--- src/rtl/core/grcast_pkg.sv ---
// ----------------------------------------------------------------------------
// grcast_pkg
// Shared types, constants and tables of the grid ray wall caster.
// ----------------------------------------------------------------------------
package grcast_pkg;

  localparam int TILE_PIXELS     = 64;
  localparam int MAP_MAX_COLUMNS = 32;
  localparam int MAP_MAX_ROWS    = 32;
  localparam int CELLS           = MAP_MAX_COLUMNS * MAP_MAX_ROWS;
  localparam int CELL_AW         = $clog2(CELLS);
  localparam int COL_BITS        = $clog2(MAP_MAX_COLUMNS);
  localparam int ROW_BITS        = $clog2(MAP_MAX_ROWS);
  localparam int TQ              = $clog2(TILE_PIXELS) + 8;
  localparam int NW              = 26;
  localparam int CW              = 33;
  localparam int QW              = 47;
  localparam int SW              = 39;
  localparam int CORDIC_STEPS    = 30;

  localparam logic [SW-1:0] SLOPE_MAX = SW'(64'd1 << 38);
  localparam logic [22:0]   OFF_MAX   = 23'h40_0000;
  localparam logic [20:0]   DIST_MAX  = 21'h1F_FFFF;

  typedef enum logic [1:0] {
    CFG_SCREEN_WIDTH,
    CFG_SCREEN_HEIGHT,
    CFG_MAP_WIDTH,
    CFG_MAP_HEIGHT
  } cfg_idx_e;

  typedef enum logic [3:0] {
    ST_CLEAR, ST_IDLE, ST_CORDIC, ST_DIV_INIT, ST_DIV, ST_DIV_STORE,
    ST_WALK_INIT, ST_WALK_MUL, ST_WALK_START, ST_WALK_ADDR, ST_WALK_EVAL,
    ST_SQ_INIT, ST_SQ, ST_SEL, ST_SQRT, ST_EMIT
  } state_e;

  typedef struct packed {
    logic        func;
    logic [9:0]  cell_index;
    logic        cell_is_wall;
    logic [19:0] player_x;
    logic [19:0] player_y;
    logic [11:0] heading;
    logic [9:0]  ray_number;
  } in_t;

  typedef struct packed {
    logic [9:0]  ray_number_out;
    logic        hit;
    logic [19:0] end_x;
    logic [19:0] end_y;
    logic [20:0] distance;
    logic        vert_hit;
  } out_t;

  typedef struct packed {
    logic clr_step;
    logic load;
    logic cordic_step;
    logic div_init;
    logic div_step;
    logic div_store;
    logic div_sel;
    logic walk_init;
    logic walk_ax;
    logic walk_mul;
    logic walk_start;
    logic walk_addr;
    logic walk_eval;
    logic sq_init;
    logic sq_step;
    logic sel;
    logic sqrt_step;
    logic emit;
  } cmd_t;

  typedef struct packed {
    logic clr_done;
    logic is_cast;
    logic cnt_last;
    logic walk_skip;
    logic walk_stop;
    logic walk_hit;
  } sts_t;

  // Arctangent of 2^-i in units of 2^-32 of a turn.
  function automatic logic [29:0] atan_turn(input logic [4:0] i);
    logic [29:0] v;
    case (i)
      5'd0:  v = 30'd536870912;
      5'd1:  v = 30'd316933406;
      5'd2:  v = 30'd167458907;
      5'd3:  v = 30'd85004756;
      5'd4:  v = 30'd42667331;
      5'd5:  v = 30'd21354465;
      5'd6:  v = 30'd10679838;
      5'd7:  v = 30'd5340245;
      5'd8:  v = 30'd2670163;
      5'd9:  v = 30'd1335087;
      5'd10: v = 30'd667544;
      5'd11: v = 30'd333772;
      5'd12: v = 30'd166886;
      5'd13: v = 30'd83443;
      5'd14: v = 30'd41722;
      5'd15: v = 30'd20861;
      5'd16: v = 30'd10430;
      5'd17: v = 30'd5215;
      5'd18: v = 30'd2608;
      5'd19: v = 30'd1304;
      5'd20: v = 30'd652;
      5'd21: v = 30'd326;
      5'd22: v = 30'd163;
      5'd23: v = 30'd81;
      5'd24: v = 30'd41;
      5'd25: v = 30'd20;
      5'd26: v = 30'd10;
      5'd27: v = 30'd5;
      5'd28: v = 30'd3;
      5'd29: v = 30'd1;
      default: v = 30'd0;
    endcase
    return v;
  endfunction

endpackage

--- src/rtl/core/grcast_ctrl.sv ---
// ----------------------------------------------------------------------------
// grcast_ctrl
// Sequencer of the caster: map clearing, rotation, two divisions, the two
// grid walks, distance squares, root and result beat.
// ----------------------------------------------------------------------------
module grcast_ctrl import grcast_pkg::*; (
  input  logic clk_i,
  input  logic rst_ni,
  input  logic start_i,
  input  sts_t sts_i,
  output logic busy_o,
  output cmd_t cmd_o
);

  state_e state_q, state_d;
  logic   div_sel_q, div_sel_d;
  logic   walk_ax_q, walk_ax_d;

  always_ff @(posedge clk_i or negedge rst_ni) begin
    if (!rst_ni) begin
      state_q   <= ST_CLEAR;
      div_sel_q <= 1'b0;
      walk_ax_q <= 1'b1;
    end else begin
      state_q   <= state_d;
      div_sel_q <= div_sel_d;
      walk_ax_q <= walk_ax_d;
    end
  end

  always_comb begin
    state_d   = state_q;
    div_sel_d = div_sel_q;
    walk_ax_d = walk_ax_q;
    case (state_q)
      ST_CLEAR: begin
        if (sts_i.clr_done) state_d = ST_IDLE;
      end
      ST_IDLE: begin
        if (start_i && sts_i.is_cast) begin
          state_d   = ST_CORDIC;
          div_sel_d = 1'b0;
          walk_ax_d = 1'b1;
        end
      end
      ST_CORDIC: begin
        if (sts_i.cnt_last) state_d = ST_DIV_INIT;
      end
      ST_DIV_INIT: state_d = ST_DIV;
      ST_DIV: begin
        if (sts_i.cnt_last) state_d = ST_DIV_STORE;
      end
      ST_DIV_STORE: begin
        if (!div_sel_q) begin
          div_sel_d = 1'b1;
          state_d   = ST_DIV_INIT;
        end else begin
          state_d = ST_WALK_INIT;
        end
      end
      ST_WALK_INIT: begin
        if (sts_i.walk_skip) begin
          if (walk_ax_q) begin
            walk_ax_d = 1'b0;
          end else begin
            state_d = ST_SQ_INIT;
          end
        end else begin
          state_d = ST_WALK_MUL;
        end
      end
      ST_WALK_MUL:   state_d = ST_WALK_START;
      ST_WALK_START: state_d = ST_WALK_ADDR;
      ST_WALK_ADDR: begin
        if (sts_i.walk_stop) begin
          if (walk_ax_q) begin
            walk_ax_d = 1'b0;
            state_d   = ST_WALK_INIT;
          end else begin
            state_d = ST_SQ_INIT;
          end
        end else begin
          state_d = ST_WALK_EVAL;
        end
      end
      ST_WALK_EVAL: begin
        if (sts_i.walk_hit) begin
          if (walk_ax_q) begin
            walk_ax_d = 1'b0;
            state_d   = ST_WALK_INIT;
          end else begin
            state_d = ST_SQ_INIT;
          end
        end else begin
          state_d = ST_WALK_ADDR;
        end
      end
      ST_SQ_INIT: state_d = ST_SQ;
      ST_SQ: begin
        if (sts_i.cnt_last) state_d = ST_SEL;
      end
      ST_SEL: state_d = ST_SQRT;
      ST_SQRT: begin
        if (sts_i.cnt_last) state_d = ST_EMIT;
      end
      ST_EMIT: state_d = ST_IDLE;
      default: state_d = ST_CLEAR;
    endcase
  end

  always_comb begin
    cmd_o         = '0;
    cmd_o.div_sel = div_sel_q;
    cmd_o.walk_ax = walk_ax_q;
    busy_o        = (state_q != ST_IDLE);
    case (state_q)
      ST_CLEAR:      cmd_o.clr_step    = 1'b1;
      ST_IDLE:       cmd_o.load        = start_i;
      ST_CORDIC:     cmd_o.cordic_step = 1'b1;
      ST_DIV_INIT:   cmd_o.div_init    = 1'b1;
      ST_DIV:        cmd_o.div_step    = 1'b1;
      ST_DIV_STORE:  cmd_o.div_store   = 1'b1;
      ST_WALK_INIT:  cmd_o.walk_init   = 1'b1;
      ST_WALK_MUL:   cmd_o.walk_mul    = 1'b1;
      ST_WALK_START: cmd_o.walk_start  = 1'b1;
      ST_WALK_ADDR:  cmd_o.walk_addr   = 1'b1;
      ST_WALK_EVAL:  cmd_o.walk_eval   = 1'b1;
      ST_SQ_INIT:    cmd_o.sq_init     = 1'b1;
      ST_SQ:         cmd_o.sq_step     = 1'b1;
      ST_SEL:        cmd_o.sel         = 1'b1;
      ST_SQRT:       cmd_o.sqrt_step   = 1'b1;
      ST_EMIT:       cmd_o.emit        = 1'b1;
      default:       cmd_o             = '0;
    endcase
  end

endmodule

--- config.mk ---
export PLATFORM = sky130hd
export DESIGN_NAME = grcast_ctrl
export DESIGN_NICKNAME = d
export VERILOG_FILES = /design/src/rtl/core/grcast_pkg.sv /design/src/rtl/core/grcast_ctrl.sv
export SDC_FILE = /design/constraint.sdc
export NUM_CORES = 1
export LEC_CHECK = 0
export ABC_AREA = 1
export BUFFER_PORTS_ARGS = -buffer_cell sky130_fd_sc_hd__buf_4
export CAP_MARGIN = 0
export CORE_MARGIN = 5
export CORE_UTILIZATION = 43
export DETAILED_ROUTE_END_ITERATION = 16
export PLACE_DENSITY = 0.71
export SYNTH_ARGS = -nofsm -noshare
export SYNTH_HDL_FRONTEND = slang
export SYNTH_SLANG_ARGS = --single-unit
--- constraint.sdc ---
create_clock -name clk_i -period 1.3 [get_ports clk_i]
set_input_delay 0 -clock clk_i [delete_from_list [all_inputs] [get_ports clk_i]]
set_output_delay 0 -clock clk_i [all_outputs]
set_load 0.01 [all_outputs]
# Word-level counts from Yosys, hierarchy flattened
# Cells that the tools add are included.
dict set report totals {
  reg_bits 6
  inputBits 9
  out_inout_bits 19
  word_cells 72
}
dict set report op_classes {
  eq_ne 26
  muxes 36
  reduce_logical 7
}
# op count
set op_table {}
lappend op_table {{$pmux 4 s16} 1}
lappend op_table {{$mux 4} 11}
lappend op_table {{$eq 4x4->1 const B} 8}
lappend op_table {{$mux 1} 21}
lappend op_table {{$ne 2x2->1 const B} 9}
lappend op_table {{$eq 4x3->1 const B} 4}
lappend op_table {{$eq 4x2->1 const B} 2}
lappend op_table {{$reduce_and 7->1} 1}
lappend op_table {{$reduce_and 5->1} 1}
lappend op_table {{$eq 4x1->1 const B} 1}
lappend op_table {{$logic_not 4->1} 1}
lappend op_table {{$ne 4x1->1 const B} 1}
lappend op_table {{$pmux 1 s4} 1}
lappend op_table {{$reduce_bool 4->1} 1}
lappend op_table {{$mux 3} 1}
lappend op_table {{$ne 3x3->1 const B} 1}
lappend op_table {{$pmux 1 s2} 1}
lappend op_table {{$reduce_and 2->1} 1}
lappend op_table {{$reduce_bool 2->1} 1}
lappend op_table {{$logic_and 1x1->1} 1}

# Longest topological paths before layout
# Gate-level depths: netlist (run 1).
dict set report depth {
  word_depth 3
  depth_mapped 9
  mapped_depth_nobuf 9
}

# Worst setup path after synthesis (run 1)
# OpenSTA, ideal clock, no wires.
dict set report synth_timing {
  kind {reg-to-reg}
  start {register state_q[3]}
  end {register div_sel_q}
  setup_time_ns 0.118
  arrival_time_ns 1.171
  required_time_ns 1.182
  slack_ns 0.011
  path_stages_with_launch 7
  n_path_buf 0
  synth_period_minus_slack_ns 1.289
  cell_sequence {dfrtp_1 -> nor2_1 -> nand2_1 -> nor2_1 -> inv_1 -> nand2_1 -> nand2_1}
}
dict set report synth_via {
  elab_chain_len 3
  word_cells_on_any_way 6
  cone_classes {eq/ne: 3; mux: 1; reduce/logical: 2}
}
# element line_no
set synth_lines {}
lappend synth_lines {{start, declared} grcast_ctrl.sv:15} ;# state_e state_q, state_d;
lappend synth_lines {{start signal, assigned} grcast_ctrl.sv:25} ;# state_q <= state_d;
lappend synth_lines {{$eq 4x1->1 / $eq 4x3->1 (equally long branches)} grcast_ctrl.sv:35} ;# case (state_q)
lappend synth_lines {{$ne 2x2->1 (no line) / $reduce_bool 2->1 (equally long branches)} -}
lappend synth_lines {{$reduce_and 2->1 (no line)} -}
lappend synth_lines {{end signal, assigned} grcast_ctrl.sv:26} ;# div_sel_q <= div_sel_d;
lappend synth_lines {{end, declared} grcast_ctrl.sv:16} ;# logic div_sel_q, div_sel_d;
# Parallel ways exist; a longest one is shown, timed or not.
# A chain may end at the register's enable or synchronous reset.

==> results of run 1 <==
[metal layers]
metal  vias to the layer above  GRT usage  wire length [microns]
met4                         0      0.136                     45
met5                         -          0                      0
li1                        501          -                      -
met1                       462      0.214                   1040
met3                         5     0.0233                    139
met2                        37      0.343                   1320
[path summary, 6_finish.rpt]
path,endpoint,cells after the start
setup / recovery,cmd_o[12],6
hold / removal,state_q[2],2
setup reg to reg,state_q[2],9
hold reg to reg,walk_ax_q,2
max in group asynchronous,walk_ax_q,2
min in group clk_i,state_q[0],4
[worst register-to-register path: cells and delay by family (launching register included)]
kind | cells | cell delay [ns]
AND/OR/NAND/NOR | 7 | 0.54
flip-flops | 1 | 0.44
buffers and inverters | 2 | 0.27
[power by group]
group / switching [mW] / internal (mW) / total (mW)
clock network: 0.0773 / 0.117 / 0.194
logic: 1.12 / 0.887 / 2.01
registers: 0.137 / 0.289 / 0.426
[state kept, by name, summed over array words and instances (netlist names)]
signal and count:
state_q 4, walk_ax_q 1, div_sel_q 1
[kinds of logic (layout without fill, tap and decap cells)]
family          after synthesis  count (layout)
flops                         6               6
buf+inv                      29              74
compound gates                7               7
simple gates                 97              97
[per-stage QoR]
step                       TNS, ns   util  worst slack (ns)
final                       -0.321  0.765           -0.0786
after global routing         -1.14  0.765            -0.133
after CTS                   -0.178  0.712           -0.0423
after detailed placement  -0.00472  0.631          -0.00366
after global placement           0  0.631           0.00438
after floorplan                  0      -            0.0112
[layout make-up]
cell class,instances,area [sq um],area share
clock buffer,4,26.3,0.0223
timing repair buffer,44,364,0.309
inverter,26,97.6,0.0828
sequential,6,155,0.132
tap,16,20.0,0.0170
multi-input combinational,104,515,0.437
[placed cells by master, fill, tap and decap left out]
master,instances
nand3b_1,1
nand3_1,8
o21ai_1,3
o31ai_1,1
inv_1,22
nor2_1,18
nand2_1,49
nand2_2,8
o21ai_0,1
nor2_2,4
a21oi_2,1
inv_2,4
dfrtp_1,2
buf_4,37
clkbuf_4,3
dlygate4sd3_1,1
nand3_2,1
buf_6,5
a21oi_1,1
buf_12,1
clkbuf_1,1
nand2_4,1
dfrtp_2,3
nor2_4,7
dfstp_2,1
[what timing repair did]
action / in CTS / in global routing
pin swaps: 2 / 4
endpoints found under the setup margin: 12 / 21
setup buffers: 7 / 2
hold buffers: 1 / 0
endpoints found under the hold margin: 6 / 0
resized for setup: 9 / 23
==> results by group, run 1 <==
Logic synthesis
  • Share of the synthesized area in the top cell type: 0.286
  • YS warnings: 0
  • Compound-Gate Fraction of Synth Area: 0.0521
  • Synth top area cells: nand2_1 (29%), dfrtp_1 (17%), inv_1 (13%)
  • Cell with the most instances after synthesis: nand2_1
  • Yosys top cell by area: nand2_1
  • Commonest cells post-synth: nand2_1 (55), inv_1 (25), nor2_1 (23)
  • Post-synth ARST share: 1.00
  • Synth Area in Adders: 0
  • Xor/xnor share of the synthesized area: 0
  • Mapped cell area: 721 sq um
  • Syn Nets: roughly 150
  • Yosys reg bits: 6
  • Simple-gate share of the synthesized area: 0.571
  • Gate Count Post-Synth: around 140
  • Post-synth EDFFs: 0
  • Syn avg cell area: 5.18 sq um
  • Main synth FF type: dfrtp_1
  • Distinct cells, synth: 17
  • Sequential share of the synthesized area: 0.210
  • Mux contribution to synthesized area: 0
  • Main combinational cell family by area after synthesis: simple AND/OR/NAND/NOR gates

Global routing
  • GRT Resource Usage Total: 0.195
  • Overflow after GRT: 0
  • Global-route wire length before repair: 3.93 mm
  • Initial antenna violation count: 0
  • Vias in the first global route: 992
  • Largest net degree at the start of global routing: 8

Final layout
  • Nets: 194
  • Area Overhead vs Synth: 63.5%
  • Ant diodes: 0
  • Design Area, Final: ~1200 sq um
  • Non-Filler Instances: 200
  • Layout cell share with drive strength beyond 1: 0.413
  • Fillers: 118

Placement
  • GP Congestion: 0.855
  • Hpwl dp: 1.81 mm
  • Placed cells: 186
  • Port Buffer Count: 27
  • Post-DP Area: 973 sq um

Die
  • Die H: 50.9 microns
  • Num rows: 14
  • Die area: 2590 sq um
  • Core ar.: 1540 sq um
  • Initial core utilization: 0.468
  • I/O pin count: 28
  • Chip width: 50.9 microns

Worst setup path
  • Worst path required time: roughly 1.3 ns
  • Crit start category: flop
  • CP peak stage delay: 0.43 ns
  • Most used cell, CP: buf_4
  • CP Buf/Inv Count: 4
  • Worst EP arrival: 1.38 ns
  • Critical path's slowest cell: dfrtp_1
  • Crit. End Element: output pin
  • Crit path max-delay family: flip-flops
  • Critical-path cell list: inv_2 -> nor2_4 -> nand2_1 -> buf_4 -> inv_1 -> buf_4
  • R2R setup slack: -0.05 ns
  • Worst flop-to-flop path startpoint: state_q[1]
  • CP startpoint: state_q[2]
  • Setup Crit Path Kind: reg2out
  • Critical Path Fanout Max: 6

Detailed routing
  • Total Routed Length: 2.55 mm
  • 1st-iter DRT viols: 28
  • DR vias: 1005
  • DRC viols: 0
  • Routed len/inst: 12.8 microns
  • Routed Antenna Nets: 0
  • DR pass1 iterations: 4
  • DR vias/cell: between 5 and 6

STA
  • Hold_ws: between 0.06 and 0.07 ns
  • Worst relative slew slack: 0.789
  • RSZ-0062 raised after global routing: true
  • Final Worst Setup Slack: -0.0786 ns
  • Fin. max-slew vios: 0
  • Max frequency: around 0.73 GHz
  • Setup Skew: between 0.015 and 0.02 ns
  • Final setup vio count: 8
  • Final Hold Vio Count: 0
  • Period minus WS final: 1.38 ns
  • Worst slew pin tran: 0.314 ns
  • Fin crit share: 1.06

Clock tree
  • Clock transition at the registers of the reported paths: 0.05 ns
  • Root Buffer: clkbuf_4
  • Clock Latency Late Sink: 0.26 ns
  • Clock sink count: 6
  • CTS tree: done
  • CTS Buf Count: 3
  • H-tree Lvls: 1
  • CTS Buffer Depth: 2

Power
  • Pwr/cell area: 2230 nW/um^2
  • Power Total: 2.63 mW
  • Worst VDD drop: 1400 uV
  • Lkg Pwr: 0.727 nW

Min path
  • Worst min-delay path category: in2async

Status
  • Failing checks: setup timing
  • Outcome: finished, violations left

Job
  • Max-Cap Viols: 0
Note: power is estimated with default switching activity, not from simulation.
==> run 2, diff against run 1 <==
--- a/config.mk
+++ b/config.mk
@@ -11,7 +11,8 @@
 export CORE_MARGIN = 5
 export CORE_UTILIZATION = 43
 export DETAILED_ROUTE_END_ITERATION = 16
-export PLACE_DENSITY = 0.71
+export PLACE_DENSITY = 0.75
+export SLEW_MARGIN = 20
 export SYNTH_ARGS = -nofsm -noshare
 export SYNTH_HDL_FRONTEND = slang
 export SYNTH_SLANG_ARGS = --single-unit
==> run 2 against run 1 <==
  * The run still ends with setup timing left
  * Register-to-register slack worse by 0.02 ns
  * Highest routed layer unchanged
  * Clock skew is 0.0019 ns lower
  * Setup slack improved by 0.0088 ns
  * First-iteration DRC count down 11%
  * Critical endpoint is now state_q[0]
  * Critical path depth up 3
  * Clock power about the same
  * Global-route usage shrank 2.2 points
  * Flip-flop and latch count is the same
  * Hold slack hardly changed
  * Total power decreased by 6.7%
  * Sequential power up 9.2%
  * Count of clock-buffer cells in the layout did not move
==> results by group, run 2 (same netlist as run 1, synthesis figures left out) <==
Placement
  • Post-DP Area: 966 sq um
  • Pre-CTS setup slack: -0.00551 ns
  • Placed cells: 185
  • Hpwl dp: between 1.5 and 2 mm
  • Port Buffer Count: 27
  • GP Congestion: 0.893

Worst setup path
  • Worst path required time: 1.48 ns
  • Most used cell, CP: nand2_1
  • Critical Path Fanout Max: 7
  • Crit path max-delay family: simple AND/OR/NAND/NOR gates
  • RR Endpoint: state_q[0]
  • R2R setup slack: -0.07 ns
  • Worst flop-to-flop path startpoint: state_q[2]
  • R2r worst-path depth: 9
  • Setup Crit Path Kind: reg2reg
  • CP Buf/Inv Count: 1
  • Critical path's slowest cell: dfrtp_2
  • Worst EP arrival: between 1.5 and 2 ns
  • Critical-path cell list: inv_2 -> nand2_2 -> nor2_2 -> nand2_1 -> nand2_1 -> nor2_1 -> nand2_1 -> nand2_1 -> nand2_1
  • CP peak stage delay: 0.47 ns
  • Crit. End Element: flop
  • Crit start category: flop

STA
  • Fin crit share: 1.05
  • Fin. max-slew vios: 0
  • RSZ-0062 raised after global routing: true
  • Final Hold Vio Count: 0
  • Final Worst Setup Slack: -0.0698 ns
  • Worst relative slew slack: 0.771
  • Period minus WS final: 1.37 ns
  • Worst slew pin tran: 0.341 ns
  • Max frequency: 0.730 GHz
  • Setup Skew: 0.0135 ns
  • Final setup vio count: 7

Global routing
  • Largest net degree at the start of global routing: 8
  • M1 GR Usage: 0.212
  • Global-route wire length before repair: ~3.5 mm
  • Overflow after GRT: 0
  • Initial antenna violation count: 0
  • Vias in the first global route: around 850
  • Most used routing layer: met2
  • GRT Resource Usage Total: 0.173
  • Grt met2 use: 0.300
  • GR Util met3: 0.0145

Final layout
  • FF/Latch Area: 156 sq um
  • Nets: ~190
  • Fillers: around 130
  • Most frequent cells in the layout: nand2_1 (51), buf_4 (29), inv_1 (21)
  • Top Registers: state_q: 4 flops, div_sel_q: 1 flops, walk_ax_q: 1 flops
  • Most flop-heavy register: state_q
  • Final Util: 0.725
  • Most common cell after layout, fill and taps aside: nand2_1
  • Max FFs per register: 4
  • Design Area, Final: 1120 sq um
  • Area Overhead vs Synth: 55.0%
  • Layout cell share with drive strength beyond 1: 0.390
  • Ant diodes: 0
  • Multi-input logic area: 508 sq um
  • Non-Filler Instances: approximately 190

Power
  • Pwr/cell area: 2190 nW/um^2
  • Internal power: between 1 and 1.5 mW
  • Worst VDD drop: between 1000 and 1500 uV
  • Combinational Power Share: 0.730
  • P_sw: ~1.3 mW
  • Switching Fraction: 0.521
  • Lkg Pwr: just under 0.7 nW
  • Sequential power share: 0.190
  • Clk pwr share: 0.080
  • Power Total: roughly 2.5 mW

Die
  • Die H: slightly above 50 microns
  • Chip width: 50.9 microns
  • Initial core utilization: 0.468
  • I/O pin count: 28
  • Core ar.: 1540 sq um
  • Num rows: 14
  • Die area: 2590 sq um

Clock tree
  • H-tree Lvls: 1
  • CTS tree: done
  • Root Buffer: clkbuf_4
  • Clock transition at the registers of the reported paths: approximately 0.060 ns
  • Clock Latency Late Sink: ~0.26 ns
  • CTS Buf Count: 3
  • Clock sink count: 6
  • CTS Buffer Depth: 2

Detailed routing
  • DR vias/cell: 5.06
  • Total Routed Length: 2.30 mm
  • Routed Antenna Nets: 0
  • DR vias: just under 1000
  • Routed len/inst: 11.9 microns
  • 1st-iter DRT viols: 25
  • DRC viols: 0
  • DR pass1 iterations: 4

Status
  • Outcome: finished, violations left
  • Failing checks: setup timing

Min path
  • Worst min-delay path category: in2reg
  • Min-delay src: sts_i[3]
  • Worst hold path depth: 4
  • Hold worst-path end: state_q[1]

Job
  • Max-Cap Viols: 0
==> run 2: cell types whose count changed in the layout (fill, tap and decap cells not counted), moves of 2 or more <==
cell	change
buf_4	-8
buf_6	+2
nand2_1	+2
o21ai_1	-2
==> run 2: worst max-delay path by stage <==
| stage | start | end | cells past startpoint |
|---|---|---|---|
| 2_1_floorplan | state_q[3] | div_sel_q | 6 |
| 3_3_place_gp | state_q[1] | state_q[2] | 7 |
| 3_5_place_dp | state_q[3] | state_q[2] | 7 |
| 4_1_cts | state_q[3] | cmd_o[16] | 5 |
| 5_1_grt | state_q[2] | state_q[2] | 7 |
| 6_report | state_q[2] | state_q[0] | 9 |
==> run 2: power groups by stage <==
stage | registers (mW) | clock network (mW) | logic (mW)
2_1_floorplan | 0.381 | 0 | 0.958
3_3_place_gp | 0.409 | 0 | 1.46
3_5_place_dp | 0.411 | 0 | 1.47
4_1_cts | 0.432 | 0.202 | 1.51
5_1_grt | 0.483 | 0.215 | 1.97
6_report | 0.465 | 0.196 | 1.79
==> run 2: cell type report <==
type / count / share of cell area
Multi-Input combinational cell: 104 / 0.455
Timing Repair Buffer: 37 / 0.274
Sequential cell: 6 / 0.140
Inverter: 26 / 0.0896
Clock buffer: 4 / 0.0235
Tap cell: 16 / 0.0179
==> run 2: what timing repair did <==
action | in CTS | in global routing
hold endpoints to repair | 6 | 0
pin swaps | 1 | 6
cloned | 0 | 0
setup endpoints to repair | 12 | 21
buffers inserted | 0 | 3
hold buffers | 1 | 0
resized for setup | 8 | 25
==> run 2: routing by layer <==
metal  wire length (microns)  share of wire
met4                      72          0.031
met5                       0              0
met1                     964           0.42
met2                    1120           0.49
met3                     137          0.060
==> run 2: worst register-to-register path: cells and delay by family (launching register included) <==
kind / cells / cell delay [ns]
simple gates: 8 / 0.73
flops: 1 / 0.47
buf+inv: 1 / 0.11
==> run 2: through the flow <==
| stage | hold WS, ns | setup TNS (ns) |
|---|---|---|
| 2_1_floorplan | -0.296 | 0 |
| 3_3_place_gp | -0.191 | 0 |
| 3_5_place_dp | -0.191 | -0.00551 |
| 4_1_cts | 0.0357 | -0.300 |
| 5_1_grt | 0.0688 | -1.20 |
| 6_report | 0.0692 | -0.226 |
==> run 3, diff against run 2 <==
--- a/config.mk
+++ b/config.mk
@@ -12,6 +12,7 @@
 export CORE_UTILIZATION = 43
 export DETAILED_ROUTE_END_ITERATION = 16
 export PLACE_DENSITY = 0.75
+export SETUP_SLACK_MARGIN = 0.2
 export SLEW_MARGIN = 20
 export SYNTH_ARGS = -nofsm -noshare
 export SYNTH_HDL_FRONTEND = slang
==> run 3 against run 2 <==
  * The run still ends with setup timing left
  * Via count fell by 4.5%
  * Setup slack improved by 0.030 ns
  * Register-to-register slack improved by 0.05 ns
  * Largest cell class unchanged
  * Highest routed layer unchanged
==> results by group, run 3 (same netlist as run 1, synthesis figures left out) <==
STA
  • Worst slew pin tran: 0.315 ns
  • Fin crit share: 1.03
  • Worst relative slew slack: 0.789
  • Final Worst Setup Slack: -0.0395 ns
  • Final Hold Vio Count: 0
  • Setup Skew: approximately 0.0086 ns
  • Final setup vio count: 4
  • Period minus WS final: roughly 1.3 ns
  • Hold_ws: 0.0814 ns
  • RSZ-0062 raised after global routing: true
  • Max frequency: 0.747 GHz
  • Fin. max-slew vios: 0

Worst setup path
  • Worst EP arrival: 1.34 ns
  • CP startpoint: state_q[3]
  • Setup Crit Path Kind: reg2out
  • Crit. End Element: output pin
  • R2R setup slack: -0.02 ns
  • Crit start category: flop
  • Worst path required time: 1.30 ns
  • Critical Path Fanout Max: 7
  • R2r worst-path depth: 8
  • Setup crit end: cmd_o[16]
  • RR Endpoint: state_q[3]
  • Worst flop-to-flop path startpoint: state_q[3]

Clock tree
  • Clock transition at the registers of the reported paths: 0.05 ns
  • Clock sink count: 6
  • Clock Latency Late Sink: 0.25 ns
  • CTS Buf Count: 3
  • Root Buffer: clkbuf_4
  • H-tree Lvls: 1
  • CTS tree: done
  • CTS Buffer Depth: 2

Detailed routing
  • 1st-iter DRT viols: 18
  • DR pass1 iterations: 4
  • DR vias: 933
  • DRC viols: 0
  • DR vias/cell: around 4.9
  • Total Routed Length: 2.31 mm
  • Routed Antenna Nets: 0
  • Routed len/inst: 12.1 microns

Placement
  • Hpwl dp: 1.75 mm
  • GP Congestion: 0.929
  • Pre-CTS setup slack: -0.0647 ns
  • Port Buffer Count: 27

Final layout
  • Nets: approximately 190
  • Multi-input logic area: approximately 560 sq um
  • Fillers: 122
  • Top Registers: state_q: 4 flops, div_sel_q: 1 flops, walk_ax_q: 1 flops
  • Area Overhead vs Synth: 60.6%
  • Final Util: 0.751
  • Most frequent cells in the layout: nand2_1 (46), buf_4 (27), inv_1 (18)
  • Layout cell share with drive strength beyond 1: 0.451
  • FF/Latch Area: approximately 160 sq um
  • Ant diodes: 0
  • Most flop-heavy register: state_q
  • Most common cell after layout, fill and taps aside: nand2_1
  • Max FFs per register: 4

Die
  • Chip width: slightly above 50 microns
  • Die area: 2590 sq um
  • Initial core utilization: 0.468
  • Die H: 50.9 microns
  • Core ar.: approximately 1500 sq um
  • I/O pin count: 28
  • Num rows: 14

Global routing
  • Initial antenna violation count: 0
  • GRT Resource Usage Total: 0.175
  • Largest net degree at the start of global routing: 8
  • Vias in the first global route: 832
  • Overflow after GRT: 0
  • Global-route wire length before repair: 3.59 mm

Power
  • Pwr/cell area: 2130 nW/um^2
  • Power Total: around 2.5 mW
  • Lkg Pwr: 0.681 nW
  • Worst VDD drop: 1400 uV

Status
  • Outcome: finished, violations left
  • Failing checks: setup timing

Min path
  • Min-delay src: sts_i[3]
  • Worst min-delay path category: in2reg

Job
  • Max-Cap Viols: 0
## run 3: per-layer routing
metal | GRT usage | part of all wire | wire, microns
met2 | 0.304 | 0.52 | 1200
met5 | 0 | 0 | 0
met3 | 0.0233 | 0.047 | 109
met4 | 0.0553 | 0.0035 | 8
met1 | 0.222 | 0.43 | 984
## run 3: worst max-delay path, cell delays in order, from the launching register on
cell	delay, ns
dfrtp_2	0.49
nor2_4	0.25
nand2_2	0.12
nor2_1	0.10
buf_4	0.13
## run 3: timing repair
item,CTS,global route
endpoints found under the hold margin,6,0
hold buffers,1,0
resized for setup,8,23
endpoints found under the setup margin,23,23
pin swaps,6,8
buffers inserted,2,4
## run 3: worst min-delay path by stage
stage / cells past startpoint / endpoint / slack (ns)
6_report: 4 / state_q[1] / 0.08
5_1_grt: 4 / state_q[1] / 0.09
4_1_cts: 4 / state_q[1] / 0.06
3_5_place_dp: 1 / div_sel_q / -0.19
3_3_place_gp: 1 / div_sel_q / -0.19
2_1_floorplan: 0 / div_sel_q / -0.30
## run 3: through the flow
stage               instance area, sq um  std cells  setup TNS [ns]
floorplan                            774        139               0
global placement                     982        180         -0.0752
detailed placement                   982        180         -0.0784
CTS                                 1050        187               0
global route                        1160        191          -0.665
finish                              1160        191         -0.0805
## run 3: where the power goes
| group | switching [mW] | leakage (nW) | internal (mW) |
|---|---|---|---|
| clock network | 0.0690 | 0.0150 | 0.116 |
| registers | 0.194 | 0.0666 | 0.291 |
| logic | 1.08 | 0.599 | 0.720 |
## run 3: layout make-up
type | instances | share of cell area
Multi-Input combinational cell | 104 | 0.486
Tap cell | 16 | 0.0173
Clock buffer | 4 | 0.0227
Inverter | 26 | 0.0865
Sequential cell | 6 | 0.135
Timing Repair Buffer | 35 | 0.252
